## src/rtl/pds_pkg.sv

```systemverilog
package pds_pkg;

	// Table and field sizes.
	localparam int NUM_PRIMES = 138;
	localparam int K_W        = $clog2(NUM_PRIMES + 1);
	localparam int IDX_W      = $clog2(NUM_PRIMES);
	localparam int P_W        = 10;
	localparam int N_W        = 20;
	localparam int SUM_W      = 22;
	localparam int SIGMA_W    = 24;
	localparam int TERM_W     = 22;
	localparam int CNT_W      = $clog2(N_W);

	// Square of the first prime beyond the table (797 * 797).
	localparam logic [N_W-1:0] RANGE_BOUND = N_W'(635209);
	localparam logic [SUM_W-1:0] SUM_MAX = '1;

	// The first NUM_PRIMES primes in ascending order.
	localparam logic [P_W-1:0] PRIME_ROM [NUM_PRIMES] = '{
		10'd2,   10'd3,   10'd5,   10'd7,   10'd11,  10'd13,  10'd17,  10'd19,
		10'd23,  10'd29,  10'd31,  10'd37,  10'd41,  10'd43,  10'd47,  10'd53,
		10'd59,  10'd61,  10'd67,  10'd71,  10'd73,  10'd79,  10'd83,  10'd89,
		10'd97,  10'd101, 10'd103, 10'd107, 10'd109, 10'd113, 10'd127, 10'd131,
		10'd137, 10'd139, 10'd149, 10'd151, 10'd157, 10'd163, 10'd167, 10'd173,
		10'd179, 10'd181, 10'd191, 10'd193, 10'd197, 10'd199, 10'd211, 10'd223,
		10'd227, 10'd229, 10'd233, 10'd239, 10'd241, 10'd251, 10'd257, 10'd263,
		10'd269, 10'd271, 10'd277, 10'd281, 10'd283, 10'd293, 10'd307, 10'd311,
		10'd313, 10'd317, 10'd331, 10'd337, 10'd347, 10'd349, 10'd353, 10'd359,
		10'd367, 10'd373, 10'd379, 10'd383, 10'd389, 10'd397, 10'd401, 10'd409,
		10'd419, 10'd421, 10'd431, 10'd433, 10'd439, 10'd443, 10'd449, 10'd457,
		10'd461, 10'd463, 10'd467, 10'd479, 10'd487, 10'd491, 10'd499, 10'd503,
		10'd509, 10'd521, 10'd523, 10'd541, 10'd547, 10'd557, 10'd563, 10'd569,
		10'd571, 10'd577, 10'd587, 10'd593, 10'd599, 10'd601, 10'd607, 10'd613,
		10'd617, 10'd619, 10'd631, 10'd641, 10'd643, 10'd647, 10'd653, 10'd659,
		10'd661, 10'd673, 10'd677, 10'd683, 10'd691, 10'd701, 10'd709, 10'd719,
		10'd727, 10'd733, 10'd739, 10'd743, 10'd751, 10'd757, 10'd761, 10'd769,
		10'd773, 10'd787
	};

	// Sequencer states.
	typedef enum logic [2:0] {
		ST_IDLE,
		ST_LOAD,
		ST_TEST,
		ST_DIV,
		ST_POW,
		ST_MULT,
		ST_COF,
		ST_SUB
	} pds_state_t;

	// Divider request and result.
	typedef struct packed {
		logic           start;
		logic [N_W-1:0] dividend;
		logic [P_W-1:0] divisor;
	} div_req_t;

	typedef struct packed {
		logic           done;
		logic [N_W-1:0] quot;
		logic [P_W-1:0] rem;
	} div_res_t;

endpackage

```

## src/rtl/pds_if.sv

```systemverilog
interface pds_num_if;
	import pds_pkg::*;

	logic           valid;
	logic           ready;
	logic [N_W-1:0] value_n;

	modport source (output valid, output value_n, input ready);
	modport sink (input valid, input value_n, output ready);
endinterface

interface pds_res_if;
	import pds_pkg::*;

	logic             valid;
	logic             ready;
	logic [SUM_W-1:0] divisor_sum;
	logic             out_of_range;

	modport source (output valid, output divisor_sum, output out_of_range, input ready);
	modport sink (input valid, input divisor_sum, input out_of_range, output ready);
endinterface

```

## src/rtl/proper_divisor_sum.sv

```systemverilog
// Channel  Dir  Fields                              Transfer
// num      in   value_n[19:0]                       num.valid && num.ready
// res      out  divisor_sum[21:0], out_of_range     res.valid && res.ready
//
// The remainder is divided by each table prime whose square does not exceed it,
// using the shared 20-step restoring divider, and each division that leaves no
// remainder is followed by another. Zero and out-of-range numbers skip the walk.
// The longest walk is for 787 squared. num.ready is high only while idle with no result pending.
// arst_n clears the sequencer and the result valid; a finished result waits
// in the output register while the next number is taken.
module proper_divisor_sum
	import pds_pkg::*;
(
	input  logic      clk,
	input  logic      arst_n,
	pds_num_if.sink   num,
	pds_res_if.source res
);

	pds_state_t state_q, state_d;
	div_req_t   div_req;
	div_res_t   div_res;

	logic [K_W-1:0]     k_q;
	logic [P_W-1:0]     p_q;
	logic [N_W-1:0]     n_q;
	logic [N_W-1:0]     rest_q;
	logic [N_W-1:0]     pw_q;
	logic [TERM_W-1:0]  term_q;
	logic [SIGMA_W-1:0] sigma_q;
	logic               found_q;
	logic               emit_q;
	logic [SUM_W-1:0]   sum_q;
	logic               flag_q;

	logic               out_valid_q;
	logic [SUM_W-1:0]   out_sum_q;
	logic               out_flag_q;
	logic               out_free;
	logic               bad_n;

	logic [2*P_W-1:0]           p_sq;
	logic [TERM_W-1:0]          mul_op;
	logic [SIGMA_W+TERM_W-1:0]  prod;
	logic [N_W+P_W-1:0]         pw_next;
	logic [SIGMA_W-1:0]         diff;

	assign out_free = !out_valid_q || res.ready;
	assign bad_n    = (num.value_n == '0) || (num.value_n >= RANGE_BOUND);
	assign p_sq     = p_q * p_q;
	assign mul_op   = (state_q == ST_COF) ? TERM_W'(rest_q + 1'b1) : term_q;
	assign prod     = sigma_q * mul_op;
	assign pw_next  = pw_q * p_q;
	assign diff     = sigma_q - SIGMA_W'(n_q);

	pds_div u_div (
		.clk    (clk),
		.arst_n (arst_n),
		.req    (div_req),
		.res    (div_res)
	);

	// State register.
	always_ff @(posedge clk or negedge arst_n) begin
		if (!arst_n) begin
			state_q <= ST_IDLE;
		end else begin
			state_q <= state_d;
		end
	end

	// Next state and divider requests.
	always_comb begin
		state_d          = state_q;
		div_req.start    = 1'b0;
		div_req.dividend = rest_q;
		div_req.divisor  = p_q;
		num.ready        = 1'b0;
		case (state_q)
			ST_IDLE: begin
				num.ready = !emit_q;
				if (emit_q) begin
					state_d = ST_IDLE;
				end else if (num.valid && !bad_n) begin
					state_d = ST_LOAD;
				end
			end
			ST_LOAD: begin
				state_d = (k_q == K_W'(NUM_PRIMES)) ? ST_COF : ST_TEST;
			end
			ST_TEST: begin
				if (N_W'(p_sq) > rest_q) begin
					state_d = ST_COF;
				end else begin
					div_req.start = 1'b1;
					state_d       = ST_DIV;
				end
			end
			ST_DIV: begin
				if (div_res.done) begin
					state_d = (div_res.rem == '0) ? ST_POW : ST_MULT;
				end
			end
			ST_POW: begin
				// Divide the reduced value again by the same prime.
				div_req.start    = 1'b1;
				div_req.dividend = div_res.quot;
				state_d          = ST_DIV;
			end
			ST_MULT: begin
				state_d = ST_LOAD;
			end
			ST_COF: begin
				state_d = ST_SUB;
			end
			ST_SUB: begin
				state_d = ST_IDLE;
			end
			default: begin
				state_d = ST_IDLE;
			end
		endcase
	end

	// Pending result flag: set when a result is ready, cleared when it moves out.
	always_ff @(posedge clk or negedge arst_n) begin
		if (!arst_n) begin
			emit_q      <= 1'b0;
			out_valid_q <= 1'b0;
		end else begin
			if (res.valid && res.ready) begin
				out_valid_q <= 1'b0;
			end
			if (emit_q && out_free) begin
				emit_q      <= 1'b0;
				out_valid_q <= 1'b1;
			end else if ((state_q == ST_IDLE && num.valid && num.ready && bad_n) ||
				state_q == ST_SUB) begin
				emit_q <= 1'b1;
			end
		end
	end

	// Output register.
	always_ff @(posedge clk) begin
		if (emit_q && out_free) begin
			out_sum_q  <= sum_q;
			out_flag_q <= flag_q;
		end
	end

	// Factorization datapath.
	always_ff @(posedge clk) begin
		case (state_q)
			ST_IDLE: begin
				if (num.valid && num.ready) begin
					n_q     <= num.value_n;
					rest_q  <= num.value_n;
					sigma_q <= SIGMA_W'(1);
					k_q     <= '0;
					sum_q   <= '0;
					flag_q  <= bad_n;
				end
			end
			ST_LOAD: begin
				if (k_q != K_W'(NUM_PRIMES)) begin
					p_q <= PRIME_ROM[k_q[IDX_W-1:0]];
				end
			end
			ST_TEST: begin
				found_q <= 1'b0;
				term_q  <= TERM_W'(1);
				pw_q    <= N_W'(1);
			end
			ST_POW: begin
				// The prime divides: accumulate the next power into the term.
				rest_q  <= div_res.quot;
				pw_q    <= pw_next[N_W-1:0];
				term_q  <= term_q + TERM_W'(pw_next[N_W-1:0]);
				found_q <= 1'b1;
			end
			ST_MULT: begin
				if (found_q) begin
					sigma_q <= prod[SIGMA_W-1:0];
				end
				k_q <= k_q + 1'b1;
			end
			ST_COF: begin
				// A leftover cofactor above one is a prime of exponent one.
				if (rest_q > N_W'(1)) begin
					sigma_q <= prod[SIGMA_W-1:0];
				end
			end
			ST_SUB: begin
				sum_q <= (diff > SIGMA_W'(SUM_MAX)) ? SUM_MAX : diff[SUM_W-1:0];
			end
			default: begin
			end
		endcase
	end

	assign res.valid        = out_valid_q;
	assign res.divisor_sum  = out_sum_q;
	assign res.out_of_range = out_flag_q;

	// A flagged result always carries a zero sum.
	a_flag_zero: assert property (@(posedge clk) disable iff (!arst_n)
		out_valid_q && out_flag_q |-> out_sum_q == '0)
		else $error("flagged result with nonzero sum");

	// The divider only finishes while the sequencer waits for it.
	a_div_state: assert property (@(posedge clk) disable iff (!arst_n)
		div_res.done |-> state_q == ST_DIV)
		else $error("divider done outside wait state");

	// The divisor sum never falls below the number itself.
	a_sigma_ge_n: assert property (@(posedge clk) disable iff (!arst_n)
		state_q == ST_SUB |-> sigma_q >= SIGMA_W'(n_q))
		else $error("sigma below n");

	// The prime index never runs past the table.
	a_k_bound: assert property (@(posedge clk) disable iff (!arst_n)
		state_q != ST_IDLE |-> k_q <= K_W'(NUM_PRIMES))
		else $error("prime index out of range");

	// A result is never overwritten while it still waits.
	a_hold: assert property (@(posedge clk) disable iff (!arst_n)
		out_valid_q && !res.ready |=> out_valid_q && $stable(out_sum_q))
		else $error("pending result lost");

endmodule

```

## src/rtl/pds_div.sv

```systemverilog
module pds_div
	import pds_pkg::*;
(
	input  logic     clk,
	input  logic     arst_n,
	input  div_req_t req,
	output div_res_t res
);

	logic             busy_q;
	logic             done_q;
	logic [CNT_W-1:0] cnt_q;
	logic [N_W-1:0]   quo_q;
	logic [P_W-1:0]   rem_q;
	logic [P_W-1:0]   dvs_q;
	logic [P_W:0]     shifted;
	logic [P_W:0]     diff;
	logic             fits;

	// One restoring step: shift in the next dividend bit and try to subtract.
	assign shifted = {rem_q, quo_q[N_W-1]};
	assign diff    = shifted - {1'b0, dvs_q};
	assign fits    = (shifted >= {1'b0, dvs_q});

	// Control of the bit loop.
	always_ff @(posedge clk or negedge arst_n) begin
		if (!arst_n) begin
			busy_q <= 1'b0;
			done_q <= 1'b0;
			cnt_q  <= '0;
		end else begin
			done_q <= 1'b0;
			if (req.start) begin
				busy_q <= 1'b1;
				cnt_q  <= '0;
			end else if (busy_q) begin
				cnt_q <= cnt_q + 1'b1;
				if (cnt_q == CNT_W'(N_W - 1)) begin
					busy_q <= 1'b0;
					done_q <= 1'b1;
				end
			end
		end
	end

	// Quotient and remainder registers.
	always_ff @(posedge clk) begin
		if (req.start) begin
			quo_q <= req.dividend;
			rem_q <= '0;
			dvs_q <= req.divisor;
		end else if (busy_q) begin
			quo_q <= {quo_q[N_W-2:0], fits};
			rem_q <= fits ? diff[P_W-1:0] : shifted[P_W-1:0];
		end
	end

	assign res.done = done_q;
	assign res.quot = quo_q;
	assign res.rem  = rem_q;

endmodule

```

## src/flat_wrapper.sv

```systemverilog
// flat-port wrapper written by rule: the top's interface ports become plain ports
module proper_divisor_sum_flat import pds_pkg::*;
  (clk, arst_n, num_valid, num_value_n, num_ready, res_valid, res_divisor_sum, res_out_of_range, res_ready);
  pds_num_if num_i ();
  pds_res_if res_i ();
  input  logic clk;
  input  logic arst_n;
  input wire logic [$bits(num_i.valid)-1:0] num_valid;
  input wire logic [$bits(num_i.value_n)-1:0] num_value_n;
  output wire logic [$bits(num_i.ready)-1:0] num_ready;
  output wire logic [$bits(res_i.valid)-1:0] res_valid;
  output wire logic [$bits(res_i.divisor_sum)-1:0] res_divisor_sum;
  output wire logic [$bits(res_i.out_of_range)-1:0] res_out_of_range;
  input wire logic [$bits(res_i.ready)-1:0] res_ready;
  assign num_i.valid = num_valid;
  assign num_i.value_n = num_value_n;
  assign num_ready = num_i.ready;
  assign res_valid = res_i.valid;
  assign res_divisor_sum = res_i.divisor_sum;
  assign res_out_of_range = res_i.out_of_range;
  assign res_i.ready = res_ready;
  proper_divisor_sum u_core (.clk(clk), .arst_n(arst_n), .num(num_i), .res(res_i));
endmodule
```

## config.mk

```make
export PLATFORM = sky130hd
export DESIGN_NAME = proper_divisor_sum_flat
export DESIGN_NICKNAME = d
export VERILOG_FILES = /design/src/rtl/pds_pkg.sv /design/src/rtl/pds_if.sv /design/src/rtl/proper_divisor_sum.sv /design/src/rtl/pds_div.sv /design/src/flat_wrapper.sv
export SDC_FILE = /design/constraint.sdc
export NUM_CORES = 2
export LEC_CHECK = 0
export ABC_CLOCK_PERIOD_IN_PS = 8290
export BUFFER_PORTS_ARGS = -buffer_cell sky130_fd_sc_hd__buf_2
export CAP_MARGIN = 0
export CORE_MARGIN = 10
export CORE_UTILIZATION = 60
export CTS_CLUSTER_SIZE = 20
export DETAILED_ROUTE_END_ITERATION = 6
export PLACE_DENSITY_LB_ADDON = 0.1
export RECOVER_POWER = 100
export SETUP_SLACK_MARGIN = 0.15
export SLEW_MARGIN = 20
export SYNTH_ARGS = -nofsm -noshare
export SYNTH_HDL_FRONTEND = slang
export SYNTH_SLANG_ARGS = --single-unit
```

## constraint.sdc

```tcl
create_clock -name clk -period 8.29 [get_ports clk]
set_input_delay 1.2435 -clock clk [delete_from_list [all_inputs] [get_ports clk]]
set_output_delay 1.2435 -clock clk [all_outputs]
set_load 0.05 [all_outputs]
```

==> results.toml <==
[logic_synthesis]
synth_adder_area_share_pct = 36.0
ys_async_sr_fraction_pct = 5.38
synthSimpleGateAreaFrac_pct = 17.2
synth-compound-area-share_pct = 9.32
yosysUniqueCellTypes = 78
synth_top_family_by_area = "adder cells"
yosys-top-cells-count = "nand2_1, inv_1, fa_1"
yosys.area.top_type = "fa_1"
yosys_register_bits = 223
synth_area_mm2 = 0.0288
synth-edff-count = 201
synth_xor_area_share_pct = 4.94
syn_inst = 3125
yosys_warnings = 0
synthMuxAreaShare_pct = 1.81
netlist_top_cells_area = "fa_1, edfxtp_1, ha_1, nand2_1, inv_1"
avgSynthCellArea_um2 = 9.22
synth.most_common_cell = "nand2_1"
synth_ff_type = "edfxtp_1"
ys_seq_area_share_pct = 22.7
synth_nets = 3760
yosysTopAreaCellShare_pct = 25.3

[grt]
grt_max_degree = 57
grt_pass1_vias = 22379
overflow = 0
grt_antenna_before_repair = 1
grt_pass1_wl_um = 120000
grt_usage_pct = 26.5

[drt]
routed_wl_um = 74500
routed_via_density = 5.80
initialDrtViolationCount = 1753
drc = 0
postRouteAntennaNets = 0
wl_per_cell_um = 19.8
route.vias.total = 21829
dr.pass1.iters = 7

[cts]
cts_max_level = 1
cts_sinks = 223
cts_tree = "done"
cts_made_buffers = 27
cts-root-buf = "clkbuf_16"
cts_buffer_depth = 3
cts_hold_buf = 0
clkTransAtPathRegs_ns = 0.08
insertion_delay_ns = 0.59

[power_and_ir_drop]
switching_power_uw = 541
power_uw = 2430
switching_share_pct = 22.2
pwr-share-clk_pct = 49.4
pwr-share-comb_pct = 0.9
internal_power_uw = 1890
peakVddDrop_v = 0.000163
p_leak_uw = 0.0148
seq_power_share_pct = 49.7
powerDensity_mw_per_mm2 = 79.4

[sta]
setup_viol = 0
finalHoldViolations = 0
maxSlewHeadroom_pct = -51.0
maxSlewViolCount = 184
rsz0062_at_grt = "yes"
finalCritPeriodShare_pct = 94.7
fin_crit_ns = 7.85
clock_skew_ns = 0.0276
fmax_ghz = 0.127
finalWorstSetupSlack_ns = 0.442
worstMarginPinSlew_ns = 2.27

[place]
gp_congestion = 0.900
portBuffers = 48
dp_hpwl_um = 59300
dp_slack_ns = 0.194

[critical_path]
cp_common_cell = "fa_1"
cp.arrival_ns = 8.18
worst_setup_path_start_kind = "flip-flop"
path_max_fanout = 16
cp-end-kind = "flip-flop"
cp_data_required_time_ns = 8.62
max_stage_delay_ns = 0.53
critical_path_class = "reg2reg"
crit_slowest_cell = "fa_1"
r2r_slack_ns = 0.44

[final_layout]
layout.nets = 3761
fillers = 4054
syn2layout_area_growth_pct = 6.36
final_util_pct = 64.3
antennaDiodeCount = 0
layout-drive-gt1-share_pct = 5.12

[die]
dieArea_mm2 = 0.0572
core_mm2 = 0.0476
initial_core_util_pct = 60.5
pin_count = 49
rows = 80
die_h_um = 239
dieWidth_um = 239

[job]
drv_cap = 5

[status]
violations = "max-capacitance violations, max-slew violations"
status = "complete, but fails checks"

[worst_hold_path]
hold_path.class = "reg2reg"
==> path summary, 6_finish.rpt <==
kind                                                 from                                   end  cells past startpoint
max                            u_core.rest_q[0]$_DFFE_PP_      u_core.sigma_q[23]$_SDFFCE_PN0P_                     28
min                        u_core.sum_q[15]$_SDFFCE_PN0P_  u_core.res.divisor_sum[15]$_DFFE_PP_                      0
max reg2reg                    u_core.rest_q[0]$_DFFE_PP_      u_core.sigma_q[23]$_SDFFCE_PN0P_                     28
min reg2reg                u_core.sum_q[15]$_SDFFCE_PN0P_  u_core.res.divisor_sum[15]$_DFFE_PP_                      0
max in group asynchronous                          arst_n             u_core.emit_q$_DFFE_PN0P_                      1
min in group asynchronous                          arst_n          u_core.res.valid$_DFFE_PN0P_                      1
==> cells by family (layout without fill, tap and decap cells) <==
group	after synthesis	after routing
buffers and inverters	613	635
adders and majority gates	611	611
muxes	43	43
AOI/OAI and AO/OA	431	431
xor gates and xnor gates	156	156
DFF	223	223
and+or+nand+nor	1048	1048
==> cells in the final DEF (no fill, tap or decap), types with 22 or more instances in the layout <==
cell type / instances
a21o_1: 45
a21oi_1: 127
a31oi_1: 23
and2_1: 195
buf_4: 59
clkbuf_1: 57
clkbuf_16: 27
edfxtp_1: 201
fa_1: 364
ha_1: 247
inv_1: 469
mux2_2: 22
nand2_1: 470
nand2b_1: 25
nand3_1: 32
nor2_1: 165
nor3_1: 31
o21ai_0: 105
xnor2_1: 100
xor2_1: 52
==> through the flow <==
step	TNS [ns]	hold WS [ns]	instances	instance area [µm²]
6_report	0	0.405	3762	30700
4_1_cts	0	0.409	3752	30600
3_3_place_gp	0	0.404	3702	29700
2_1_floorplan	0	0.400	3125	28800
3_5_place_dp	0	0.405	3702	29700
5_1_grt	-0.00156	0.424	3762	30700
==> worst max-delay path: cells and delay by family (launching register included) <==
family          cells  cell delay [ns]
fa+ha+maj           9             3.92
compound gates      5             1.40
simple gates        7             1.07
buf+inv             5             0.43
flops               1             0.42
xor+xnor            2             0.38
==> layer usage <==
layer | global-route usage (%) | share of wire, %
met1 | 34.8 | 42
met2 | 45.3 | 49
met3 | 3.54 | 6.3
met4 | 6.91 | 2.5
met5 | 0 | 0.012
==> power by group through the flow <==
| stage | registers (µW) | clock network, µW | logic [µW] |
|---|---|---|---|
| 6_report | 1210 | 1200 | 20.9 |
| 4_1_cts | 1210 | 1220 | 21.9 |
| 5_1_grt | 1210 | 1260 | 22.4 |
| 3_3_place_gp | 1230 | 0 | 21.4 |
| 2_1_floorplan | 1230 | 0 | 6.04 |
| 3_5_place_dp | 1230 | 0 | 21.8 |
==> timing repair <==
item,4_1_cts,5_1_grt
setup endpoints to repair,0,23
gates resized for setup,0,9
buffers inserted,0,10
==> final cells by class <==
cell class                 instances  area, µm²  area share [%]
timing repair buffer             115        656            2.14
tap                              615        769            2.51
sequential                       223       6540            21.3
clock buffer                      30        687            2.24
multi-input combinational       2289      20000            65.4
inverter                         470       1760            5.75
clock inverter                    20        205           0.669
==> flip-flops by register name, indices dropped and copies added (netlist names), 3 cells and up <==
register,flops
u_core.sigma_q,24
u_core.res.divisor_sum,22
u_core.sum_q,22
u_core.term_q,22
u_core.n_q,20
u_core.pw_q,20
u_core.rest_q,20
u_core.u_div.quo_q,20
u_core.p_q,10
u_core.u_div.dvs_q,10
u_core.u_div.rem_q,10
u_core.k_q,8
u_core.u_div.cnt_q,5
u_core.state_q,3
Note: power is estimated with default switching activity, not from simulation.
